File: src/hw/rtl/utrd_pkg.sv
`default_nettype none

package utrd_pkg;

  // Converted value width (low bits of the value field are used).
  localparam int unsigned VALUE_BITS = 64;

  // Fixed field widths.
  localparam int unsigned IN_VALUE_W    = 64;
  localparam int unsigned RADIX_W       = 6;
  localparam int unsigned CHAR_W        = 7;
  localparam int unsigned DIGIT_COUNT_W = 7;

  // Digit store sizing follows the value width: base 2 is the longest run.
  localparam int unsigned MAX_DIGITS = VALUE_BITS;
  localparam int unsigned ADDR_W     = $clog2(MAX_DIGITS);
  localparam int unsigned CNT_W      = $clog2(MAX_DIGITS + 1);
  localparam int unsigned BIT_CNT_W  = $clog2(VALUE_BITS + 1);

  localparam logic [RADIX_W-1:0] RADIX_MIN      = RADIX_W'(2);
  localparam logic [RADIX_W-1:0] RADIX_MAX      = RADIX_W'(36);
  localparam logic [RADIX_W-1:0] DECIMAL_LIMIT  = RADIX_W'(10);
  localparam logic [CHAR_W-1:0]  CHAR_ZERO      = CHAR_W'(48);
  localparam logic [CHAR_W-1:0]  CHAR_ALPHA_BASE = CHAR_W'(65 - 10);

  typedef struct packed {
    logic [IN_VALUE_W-1:0] value;
    logic [RADIX_W-1:0]    radix;
  } in_req_t;

  typedef struct packed {
    logic [CHAR_W-1:0]        digit_char;
    logic [DIGIT_COUNT_W-1:0] digit_count;
    logic                     last;
  } out_req_t;

  typedef enum logic [2:0] {
    ST_IDLE,
    ST_DIV,
    ST_READ,
    ST_RWAIT,
    ST_OUT
  } state_e;

  function automatic logic [CHAR_W-1:0] digit_to_char(input logic [RADIX_W-1:0] d);
    logic [CHAR_W-1:0] dx;
    dx = CHAR_W'(d);
    if (d < DECIMAL_LIMIT) begin
      return dx + CHAR_ZERO;
    end else begin
      return dx + CHAR_ALPHA_BASE;
    end
  endfunction

endpackage

`default_nettype wire

File: src/hw/rtl/utrd_ram.sv
`default_nettype none

module utrd_ram #(
  parameter int unsigned WIDTH = 8,
  parameter int unsigned DEPTH = 64
) (
  input  wire logic                     clk_i,
  input  wire logic                     we_i,
  input  wire logic [$clog2(DEPTH)-1:0] waddr_i,
  input  wire logic [WIDTH-1:0]         wdata_i,
  input  wire logic                     re_i,
  input  wire logic [$clog2(DEPTH)-1:0] raddr_i,
  output logic      [WIDTH-1:0]         rdata_o
);

  logic [WIDTH-1:0] mem_q [DEPTH];

  always_ff @(posedge clk_i) begin
    if (we_i) begin
      mem_q[waddr_i] <= wdata_i;
    end
    if (re_i) begin
      rdata_o <= mem_q[raddr_i];
    end
  end

endmodule

`default_nettype wire

File: src/hw/rtl/utrd_divider.sv
`default_nettype none

// Restoring bit-serial divider: one quotient bit per cycle.
// The dividend register shifts left and takes quotient bits at the bottom.
module utrd_divider
  import utrd_pkg::*;
(
  input  wire logic                  clk_i,
  input  wire logic                  rst_ni,
  input  wire logic                  start_i,
  input  wire logic [VALUE_BITS-1:0] dividend_i,
  input  wire logic [RADIX_W-1:0]    divisor_i,
  output logic                       done_o,
  output logic      [VALUE_BITS-1:0] quotient_o,
  output logic      [RADIX_W-1:0]    remainder_o
);

  logic [VALUE_BITS-1:0] acc_q, acc_d;
  logic [RADIX_W-1:0]    rem_q, rem_d;
  logic [RADIX_W-1:0]    div_q;
  logic [BIT_CNT_W-1:0]  cnt_q;
  logic                  busy_q;
  logic                  done_q;

  logic [RADIX_W:0] trial;
  logic [RADIX_W:0] diff;
  logic             ge;

  always_comb begin
    trial = {rem_q, acc_q[VALUE_BITS-1]};
    ge    = trial >= {1'b0, div_q};
    diff  = trial - {1'b0, div_q};
    rem_d = ge ? diff[RADIX_W-1:0] : trial[RADIX_W-1:0];
    acc_d = {acc_q[VALUE_BITS-2:0], ge};
  end

  always_ff @(posedge clk_i or negedge rst_ni) begin
    if (!rst_ni) begin
      busy_q <= 1'b0;
      done_q <= 1'b0;
      cnt_q  <= '0;
    end else begin
      done_q <= 1'b0;
      if (start_i) begin
        busy_q <= 1'b1;
        cnt_q  <= BIT_CNT_W'(VALUE_BITS);
      end else if (busy_q) begin
        cnt_q <= cnt_q - BIT_CNT_W'(1);
        if (cnt_q == BIT_CNT_W'(1)) begin
          busy_q <= 1'b0;
          done_q <= 1'b1;
        end
      end
    end
  end

  always_ff @(posedge clk_i) begin
    if (start_i) begin
      acc_q <= dividend_i;
      rem_q <= '0;
      div_q <= divisor_i;
    end else if (busy_q) begin
      acc_q <= acc_d;
      rem_q <= rem_d;
    end
  end

  assign done_o      = done_q;
  assign quotient_o  = acc_q;
  assign remainder_o = rem_q;

endmodule

`default_nettype wire

File: src/hw/rtl/unsigned_to_radix_digits_top.sv
`default_nettype none

// Unsigned-to-radix digit converter. Each input request carries a value (low
// VALUE_BITS bits used) and a radix; radix below 2 is taken as 2, above 36 as
// 36. The block emits one output request per digit, most significant first,
// as ASCII '0'-'9' then 'A'-'Z', each tagged with the total digit count and a
// last flag on the least significant digit. Zero gives the single digit '0'.
// Timing: one request at a time; in_stall_o stays high from acceptance until
// the last digit is taken. Division uses one bit-serial divider (one quotient
// bit per cycle, reused for every digit); each digit then passes the output
// side's digit store read, load and handoff states.
module unsigned_to_radix_digits_top
  import utrd_pkg::*;
(
  input  wire logic     clk_i,
  input  wire logic     rst_ni,
  input  wire logic     in_valid_i,
  output logic          in_stall_o,
  input  wire in_req_t  in_req_i,
  output logic          out_valid_o,
  input  wire logic     out_stall_i,
  output out_req_t      out_req_o
);

  state_e state_q, state_d;

  // Saturated radix of the incoming request.
  logic [RADIX_W-1:0] radix_sat;
  logic [RADIX_W-1:0] radix_q;

  logic [CNT_W-1:0]  count_q;   // digits produced so far
  logic [ADDR_W-1:0] rd_idx_q;  // next digit to read, counts down to zero

  // Divider hookup
  logic                  div_start;
  logic [VALUE_BITS-1:0] div_dividend;
  logic [RADIX_W-1:0]    div_divisor;
  logic                  div_done;
  logic [VALUE_BITS-1:0] div_quot;
  logic [RADIX_W-1:0]    div_rem;

  // Digit store
  logic              mem_we;
  logic              mem_re;
  logic [CHAR_W-1:0] mem_rdata;

  logic in_acc;
  logic out_acc;
  logic div_finish;

  logic              out_valid_q;
  logic [CHAR_W-1:0] out_char_q;
  logic              out_last_q;

  always_comb begin
    if (in_req_i.radix < RADIX_MIN) begin
      radix_sat = RADIX_MIN;
    end else if (in_req_i.radix > RADIX_MAX) begin
      radix_sat = RADIX_MAX;
    end else begin
      radix_sat = in_req_i.radix;
    end
  end

  assign in_acc     = in_valid_i && !in_stall_o;
  assign out_acc    = out_valid_o && !out_stall_i;
  // Conversion ends when the quotient runs out or the store is full.
  assign div_finish = (div_quot == '0) || (count_q == CNT_W'(MAX_DIGITS - 1));

  // Next state
  always_comb begin
    state_d = state_q;
    unique case (state_q)
      ST_IDLE: begin
        if (in_valid_i) state_d = ST_DIV;
      end
      ST_DIV: begin
        if (div_done && div_finish) state_d = ST_READ;
      end
      ST_READ: begin
        state_d = ST_RWAIT;
      end
      ST_RWAIT: begin
        state_d = ST_OUT;
      end
      ST_OUT: begin
        if (!out_stall_i) state_d = out_last_q ? ST_IDLE : ST_READ;
      end
      default: state_d = ST_IDLE;
    endcase
  end

  // Control outputs
  always_comb begin
    in_stall_o   = 1'b1;
    div_start    = 1'b0;
    div_dividend = div_quot;
    div_divisor  = radix_q;
    mem_we       = 1'b0;
    mem_re       = 1'b0;
    unique case (state_q)
      ST_IDLE: begin
        in_stall_o   = 1'b0;
        div_start    = in_valid_i;
        div_dividend = in_req_i.value[VALUE_BITS-1:0];
        div_divisor  = radix_sat;
      end
      ST_DIV: begin
        mem_we    = div_done;
        div_start = div_done && !div_finish;
      end
      ST_READ: begin
        mem_re = 1'b1;
      end
      ST_RWAIT, ST_OUT: begin
      end
      default: begin
      end
    endcase
  end

  always_ff @(posedge clk_i or negedge rst_ni) begin
    if (!rst_ni) begin
      state_q     <= ST_IDLE;
      out_valid_q <= 1'b0;
      count_q     <= '0;
      rd_idx_q    <= '0;
    end else begin
      state_q <= state_d;
      if (in_acc) begin
        count_q <= '0;
      end else if (mem_we) begin
        count_q <= count_q + CNT_W'(1);
      end
      if (mem_we && div_finish) begin
        rd_idx_q <= count_q[ADDR_W-1:0];
      end else if (state_q == ST_OUT && out_acc && !out_last_q) begin
        rd_idx_q <= rd_idx_q - ADDR_W'(1);
      end
      if (state_q == ST_RWAIT) begin
        out_valid_q <= 1'b1;
      end else if (out_acc) begin
        out_valid_q <= 1'b0;
      end
    end
  end

  always_ff @(posedge clk_i) begin
    if (in_acc) begin
      radix_q <= radix_sat;
    end
    if (state_q == ST_RWAIT) begin
      out_char_q <= mem_rdata;
      out_last_q <= (rd_idx_q == '0);
    end
  end

  utrd_divider u_div (
    .clk_i       (clk_i),
    .rst_ni      (rst_ni),
    .start_i     (div_start),
    .dividend_i  (div_dividend),
    .divisor_i   (div_divisor),
    .done_o      (div_done),
    .quotient_o  (div_quot),
    .remainder_o (div_rem)
  );

  // Digits are written least significant first and read back in reverse.
  utrd_ram #(
    .WIDTH (CHAR_W),
    .DEPTH (MAX_DIGITS)
  ) u_store (
    .clk_i   (clk_i),
    .we_i    (mem_we),
    .waddr_i (count_q[ADDR_W-1:0]),
    .wdata_i (digit_to_char(div_rem)),
    .re_i    (mem_re),
    .raddr_i (rd_idx_q),
    .rdata_o (mem_rdata)
  );

  assign out_valid_o           = out_valid_q;
  assign out_req_o.digit_char  = out_char_q;
  assign out_req_o.digit_count = DIGIT_COUNT_W'(count_q);
  assign out_req_o.last        = out_last_q;

  // A digit is only presented from the handoff state.
  a_out_in_state: assert property (@(posedge clk_i) disable iff (!rst_ni)
    out_valid_o |-> state_q == ST_OUT)
    else $error("output valid outside handoff state");

  // No new request is taken while digits are still pending.
  a_no_overlap: assert property (@(posedge clk_i) disable iff (!rst_ni)
    !in_stall_o |-> !out_valid_o && state_q == ST_IDLE)
    else $error("input open while a conversion is in flight");

  // Taking the last digit returns the block to idle.
  a_last_idle: assert property (@(posedge clk_i) disable iff (!rst_ni)
    out_acc && out_req_o.last |=> state_q == ST_IDLE)
    else $error("last digit did not end the run");

  // Digit count is at least one and within the store while presenting.
  a_count_range: assert property (@(posedge clk_i) disable iff (!rst_ni)
    out_valid_o |-> count_q != '0 && count_q <= CNT_W'(MAX_DIGITS))
    else $error("digit count out of range");

endmodule

`default_nettype wire
File: config.mk
export PLATFORM = sky130hd
export DESIGN_NAME = unsigned_to_radix_digits_top
export DESIGN_NICKNAME = d
export VERILOG_FILES = /design/src/hw/rtl/utrd_pkg.sv /design/src/hw/rtl/utrd_ram.sv /design/src/hw/rtl/utrd_divider.sv /design/src/hw/rtl/unsigned_to_radix_digits_top.sv
export SDC_FILE = /design/constraint.sdc
export NUM_CORES = 1
export LEC_CHECK = 0
export ABC_AREA = 0
export ABC_CLOCK_PERIOD_IN_PS = 8600
export BUFFER_PORTS_ARGS = -buffer_cell sky130_fd_sc_hd__buf_2
export CORE_MARGIN = 2
export CORE_UTILIZATION = 60
export DETAILED_ROUTE_END_ITERATION = 7
export PLACE_DENSITY = 0.74
export SYNTH_ARGS = -nofsm -noshare
export SYNTH_HDL_FRONTEND = slang
export SYNTH_HIERARCHICAL = 1
export SYNTH_SLANG_ARGS = --single-unit
export TNS_END_PERCENT = 100
File: constraint.sdc
create_clock -name clk_i -period 8.6 [get_ports clk_i]
set_input_delay 1.72 -clock clk_i [delete_from_list [all_inputs] [get_ports clk_i]]
set_output_delay 1.72 -clock clk_i [all_outputs]
set_load 0.01 [all_outputs]
Yosys cells after proc, flatten, opt, wreduce, memory -nomap -nowiden
Memories as Yosys holds them, arrays and structs flattened. A register that Yosys moved wholly into a read port is not among the register bits.
Cells that the tools add are included.
W data, S select, Z words.
{"block": "totals", "register_bits": 116, "ramBits": 448, "inputBits": 74, "word_cells": 87, "mem_count": 1}
{"memory": "u_store.mem_q", "depth": 64, "width": 7, "rd": 1, "rd_clocked_by_memory_dff": 1, "write_ports": 1, "line_no": "utrd_ram.sv:16", "source": "logic [WIDTH-1:0] mem_q [DEPTH];"}
{"block": "classes", "addsub": 6, "order_cmp": 4, "eq_ne": 10, "mux": 33, "n_reduce_logical": 20}
{"cell": "$mux W64", "count": 3}
{"cell": "$logic_not A64 Y1", "count": 1}
{"cell": "$mux W6", "count": 6}
{"cell": "$mux W7", "count": 5}
{"cell": "$pmux W3 S5", "count": 1}
{"cell": "$add A6 B6 Y7 const B", "count": 2}
{"cell": "$mux W1", "count": 13}
{"cell": "$mux W3", "count": 3}
{"cell": "$reduce_bool A2 Y1", "count": 4}
{"cell": "$add A7 B1 Y7 const B", "count": 1}
{"cell": "$eq A7 B1 Y1 const B", "count": 1}
{"cell": "$eq A7 B6 Y1 const B", "count": 1}
{"cell": "$ge A7 B6 Y1", "count": 1}
{"cell": "$logic_and A1 B1 Y1", "count": 7}
{"cell": "$sub A7 B1 Y7 const B", "count": 1}
{"cell": "$eq A3 B2 Y1 const B", "count": 2}
{"cell": "$gt A6 B6 Y1 const B", "count": 1}
{"cell": "$logic_not A6 Y1", "count": 1}
{"cell": "$lt A6 B2 Y1 const B", "count": 1}
{"cell": "$lt A6 B4 Y1 const B", "count": 1}
{"cell": "$ne A2 B2 Y1 const B", "count": 3}
{"cell": "$sub A6 B1 Y6 const B", "count": 1}
{"cell": "$sub A6 B6 Y6", "count": 1}
{"cell": "$eq A3 B1 Y1 const B", "count": 1}
{"cell": "other kinds (9)", "count": 11}

Depth between registers and ports, before layout
{"block": "logic_depth", "word_depth": 7, "depth_mapped": 10, "mapped_depth_nobuf": 8}

Cells and area by module
The synthesis kept the hierarchy.
{"module": "utrd_ram", "n_inst": 1, "cells_per_inst": 827, "area_per_inst_um2": 17705.7, "seq_area_each_um2": 13663.1}
{"module": "utrd_divider", "n_inst": 1, "cells_per_inst": 256, "area_per_inst_um2": 3854.9, "seq_area_each_um2": 2447.3}
{"module": "unsigned_to_radix_digits_top", "n_inst": 1, "cells_per_inst": 389, "area_per_inst_um2": 2637.5, "seq_area_each_um2": 845.8}

Worst setup path before layout
OpenSTA, ideal clock, no wires.
{"block": "synth_path", "kind": "input port to flip-flop", "from": "input in_valid_i", "to": "register u_div.acc_q[0], in the netlist u_div/quotient_o[0] (enable)", "setup_ns": 0.418, "arrival_time_ns": 4.535, "t_required_ns": 8.182, "setup_slack_ns": 3.647, "path_stages": 7, "path_buffers": 3, "path_cell_list": "and2_1 clkbuf_1 o21bai_1 clkbuf_1 clkbuf_1 nor2_1 inv_1"}
{"block": "synth_via", "elab_chain_len": 3, "word_cells_on_any_way": 4, "cone_classes": "1 x eq/ne; 1 x mux; 2 x reduce/logical"}
{"element": "start, declared", "line_no": "unsigned_to_radix_digits_top.sv:17", "source": "input wire logic in_valid_i,"}
{"element": "$pmux W1 S2 *", "line_no": "unsigned_to_radix_digits_top.sv:101", "source": "unique case (state_q)"}
{"element": "via div_start", "line_no": "unsigned_to_radix_digits_top.sv:35", "source": "logic div_start;"}
{"element": "$ne A2 B1 Y1 (no source line) or $reduce_bool A2 Y1 (tied branches)"}
{"element": "$reduce_and A2 Y1 (no source line) *"}
{"element": "end signal, assigned", "line_no": "utrd_divider.sv:59", "source": "acc_q <= dividend_i;"}
{"element": "end, declared", "line_no": "utrd_divider.sv:18", "source": "logic [VALUE_BITS-1:0] acc_q, acc_d;"}
The timed path passes the listed nets; every way through them passes the cells marked *.
A chain may end at the register's enable or synchronous reset.

Worst setup path in the final report
{"block": "layout_path", "from": "register state_q[0]", "to": "register u_div.acc_q[3], in the netlist u_div/quotient_o[3] (enable)"}
{"block": "layout_via", "elab_chain_len": 4, "word_cells_on_any_way": 6, "cone_classes": "2 x eq/ne; 1 x mux; 3 x reduce/logical"}
{"element": "start, declared", "line_no": "unsigned_to_radix_digits_top.sv:25", "source": "state_e state_q, state_d;"}
{"element": "start signal, assigned", "line_no": "unsigned_to_radix_digits_top.sv:129", "source": "state_q <= state_d;"}
{"element": "$eq A3 B1 Y1 or $logic_not A3 Y1 (tied branches)", "line_no": "unsigned_to_radix_digits_top.sv:101"}
{"element": "$pmux W1 S2 *", "line_no": "unsigned_to_radix_digits_top.sv:101"}
{"element": "via div_start", "line_no": "unsigned_to_radix_digits_top.sv:35"}
{"element": "$ne A2 B1 Y1 (no source line) or $reduce_bool A2 Y1 (tied branches)"}
{"element": "$reduce_and A2 Y1 (no source line) *"}
Marks and branches as above.

==> metrics <==
Worst Path Required=8.82 ns; HPWL after DPL=31,100 µm; Post-synth EDFFs=539; syn avg cell area=16.4 µm²; layout cells sized above 1=24.9%; Final Hold Viols=0; hold_buf cts=0; crit path launch=state_q[0]; # fillers=2,603; worst slew pin tran=1.20 ns; CP bufs+invs=4; WS Path Type=reg -> reg; Post-Route WL=51,800 µm; CTS Root Cell=clkbuf_16; Min-Delay Path Class=reg -> reg; RR Startpoint=state_q[0]; RePlAce Congestion=0.840; DR WL met3=5270 µm; leakage=8.99 nW; Critical Path Fanout Max=89; post-synthesis sequential area ratio=70.1%; Logic pwr share=23.4%; Setup Buffers After CTS=0; wl on met1=20,600 µm; Startpoint Class=register; family with the most delay on the worst path=buffers and inverters; Internal Power=6.17 mW; Main synth FF type=edfxtp_1; critical path's slowest cell=buf_4; grt ovf=0; die height=205 µm; Overall Global Routing Usage=25.3%; IO Count=91; vias in the first global route=13,300; clk sinks=571; met2 WL=24,600 µm; die width=205 µm; Clk pwr share=26.9%; CORE AREA=39,700 µm²; nets@finish=1,652; Switching Fraction=30.3%; total clock buffers created by CTS=56; syn_nets=1,562; Tcrit/Tclk final=48.7%; vias per cell=6.25; post-route ant nets=0; Clock Latency Late Sink=0.60 ns; Max VDD drop=0.306 mV; pin count of the biggest net entering global routing=90; critical path arrival=4.41 ns; Max Cap Violations=0; DR WL/cell=24.3 µm; post-route setup TNS=0 ns; Die Area=42,000 µm²; number of remaining DRC errors=0; first-pass GRT wire length=78,800 µm; dpl cells=2,029; final hold slack=0.421 ns; Area Overhead vs Synth=11.3%; status=complete, no violations; Max-slew headroom=19.4%; largest stage delay on the critical path=0.83 ns; Iter 0 DRT Violations=1,400; hold_sp=u_store/rdata_o[2]; CTS tree=built; final setup fails=0; #FFs+latches synth=571; Synth Cell Area=24,200 µm²; Syn Inst Count=1,472; Seq pwr share=49.7%; FMAX=239 MHz; clock skew=0.0138 ns; Async SR Flop Fraction=4.55%; Clock Path Buffers=3; TritonRoute pass-1 iters=5; most frequent cell on the critical path=buf_4; Period minus WS final=4.19 ns; Power Dens Cells=329 nW/µm²; Switch Pwr=2.69 mW; # H-tree levels=2; Starting Density=60.9%; CP Cell Sequence=nor3_4 -> buf_4 -> and2_1 -> o21bai_4 -> buf_4 -> nor2_1 -> inv_2 -> buf_4; ANT cells=0; initial antenna violation count=0; CP Capture Type=register; Worst-path clk slew=0.06 ns; setup repair after global routing missed its margin=false; Final Non-Filler Cells=2,130; FP Rows=73; post-synthesis cell type count=68; Final Slew Violations=0; IO Port Bufs=90; Vias=13,300; number of gates resized after cts=0; top sig layer=met4; Ys Warns=6
## area by class of cell
class | count | area (µm²) | share of cell area (%)
multi-input cells | 798 | 6830 | 25.4
clock buffers | 69 | 1520 | 5.65
repair buffers | 107 | 578 | 2.15
flip-flops and latches | 571 | 17000 | 63.0
inverters | 28 | 105 | 0.390
clock inverters | 32 | 273 | 1.01
well taps | 525 | 657 | 2.44
## layout by cell type (no fill, tap or decap), types with 5 or more instances in the layout
cell type / instances
o21ai_0: 9
inv_1: 25
nor3b_1: 7
xor2_1: 6
xnor2_1: 10
dfrtp_1: 23
nor4_1: 17
buf_2: 90
o21ai_1: 7
o22ai_1: 12
ha_1: 15
clkbuf_16: 58
o31ai_1: 9
nor2b_1: 11
a22oi_1: 9
o221ai_1: 10
nor2_1: 105
dfxtp_1: 6
edfxtp_1: 539
nand2b_1: 8
nand3_1: 15
clkinv_2: 10
a211oi_1: 9
mux2i_1: 20
clkbuf_1: 8
mux2_2: 71
nand4_1: 10
nor3_1: 13
nand2_1: 222
a21oi_1: 18
nand3b_1: 6
buf_4: 17
mux4_2: 112
or3_1: 5
clkinv_1: 10
## power groups by stage
stage | Sequential, mW | Clock [mW] | Combinational (mW)
4_1_cts | 4.40 | 2.42 | 2.07
3_5_place_dp | 4.46 | 0 | 2.07
3_3_place_gp | 4.45 | 0 | 1.97
6_report | 4.41 | 2.38 | 2.07
2_1_floorplan | 4.43 | 0 | 1.36
5_1_grt | 4.44 | 2.52 | 2.30
## metal layers
layer / global-route usage, % / up-vias
met5: 0 / -
met4: 7.84 / 0
met3: 7.24 / 106
met2: 39.0 / 613
met1: 35.5 / 6697
li1: - / 5900
## cells in the mapped netlist, drive strengths merged, types with 3 or more instances
master | count | area (µm²)
nand3b | 6 | 45.0
nor3b | 8 | 65.1
nand3 | 15 | 75.1
o22ai | 12 | 75.1
a21o | 4 | 30.0
xnor2 | 14 | 123
ha | 15 | 188
a211oi | 9 | 67.6
o221ai | 10 | 87.6
edfxtp | 539 | 16200
mux2i | 21 | 210
a22o | 3 | 26.3
or3 | 5 | 31.3
buf | 35 | 244
nand2b | 8 | 50.1
dfrtp | 26 | 651
nand2 | 222 | 833
dfxtp | 6 | 120
or3b | 3 | 26.3
xor2 | 6 | 52.6
clkbuf | 40 | 150
and2 | 3 | 18.8
nor3 | 15 | 85.1
nor2b | 11 | 68.8
and3 | 3 | 18.8
nor2 | 105 | 394
a21oi | 18 | 90.1
nor4 | 18 | 128
a41o | 3 | 30.0
and3b | 3 | 26.3
a22oi | 9 | 67.6
nand4 | 10 | 62.6
mux2 | 74 | 841
inv | 28 | 105
o21ai | 18 | 101
mux4 | 112 | 2520
o31ai | 9 | 67.6
## state kept, by name (all words and copies together) (netlist names)
name               flops
count_q                7
out_char_q             7
out_last_q             1
out_valid_o            1
radix_q                6
rd_idx_q               6
state_q                3
u_div/busy_q           1
u_div/cnt_q            7
u_div/div_q            6
u_div/done_o           1
u_div/quotient_o      64
u_div/remainder_o      6
u_store/mem_q        448
u_store/rdata_o        7
## path summary, 6_finish.rpt
| kind | endpoint | slack (ns) | cells past startpoint |
|---|---|---|---|
| worst max-delay path | u_div/quotient_o[3] | 4.41 | 8 |
| worst min-delay path | out_char_q[2] | 0.42 | 0 |
| worst max register to register | u_div/quotient_o[3] | 4.41 | 8 |
| worst min register to register | out_char_q[2] | 0.42 | 0 |
| max in group asynchronous | rd_idx_q[1] | 7.03 | 1 |
| min in group asynchronous | out_valid_o | 1.12 | 1 |
## cells by family (layout without fill, tap and decap cells)
kind of cell	Yosys count	in the layout	synth area share [%]
mux	207	207	14.8
flops	571	571	70.1
fa+ha+maj	17	17	0.900
xor+xnor	20	20	0.724
simple gates	443	443	8.24
buf+inv	103	236	2.06
compound gates	111	111	3.23
## per-stage QoR
step	area [µm²]	utilization [%]	power, mW	worst slack, ns
floorplan	24200	-	5.79	3.65
global placement	25100	63.3	6.41	3.92
detailed placement	25100	63.3	6.53	3.93
CTS	26900	67.8	8.90	4.38
global route	26900	67.8	9.27	4.04
finish	26900	67.8	8.86	4.41
Note: power is estimated with default switching activity, not from simulation.
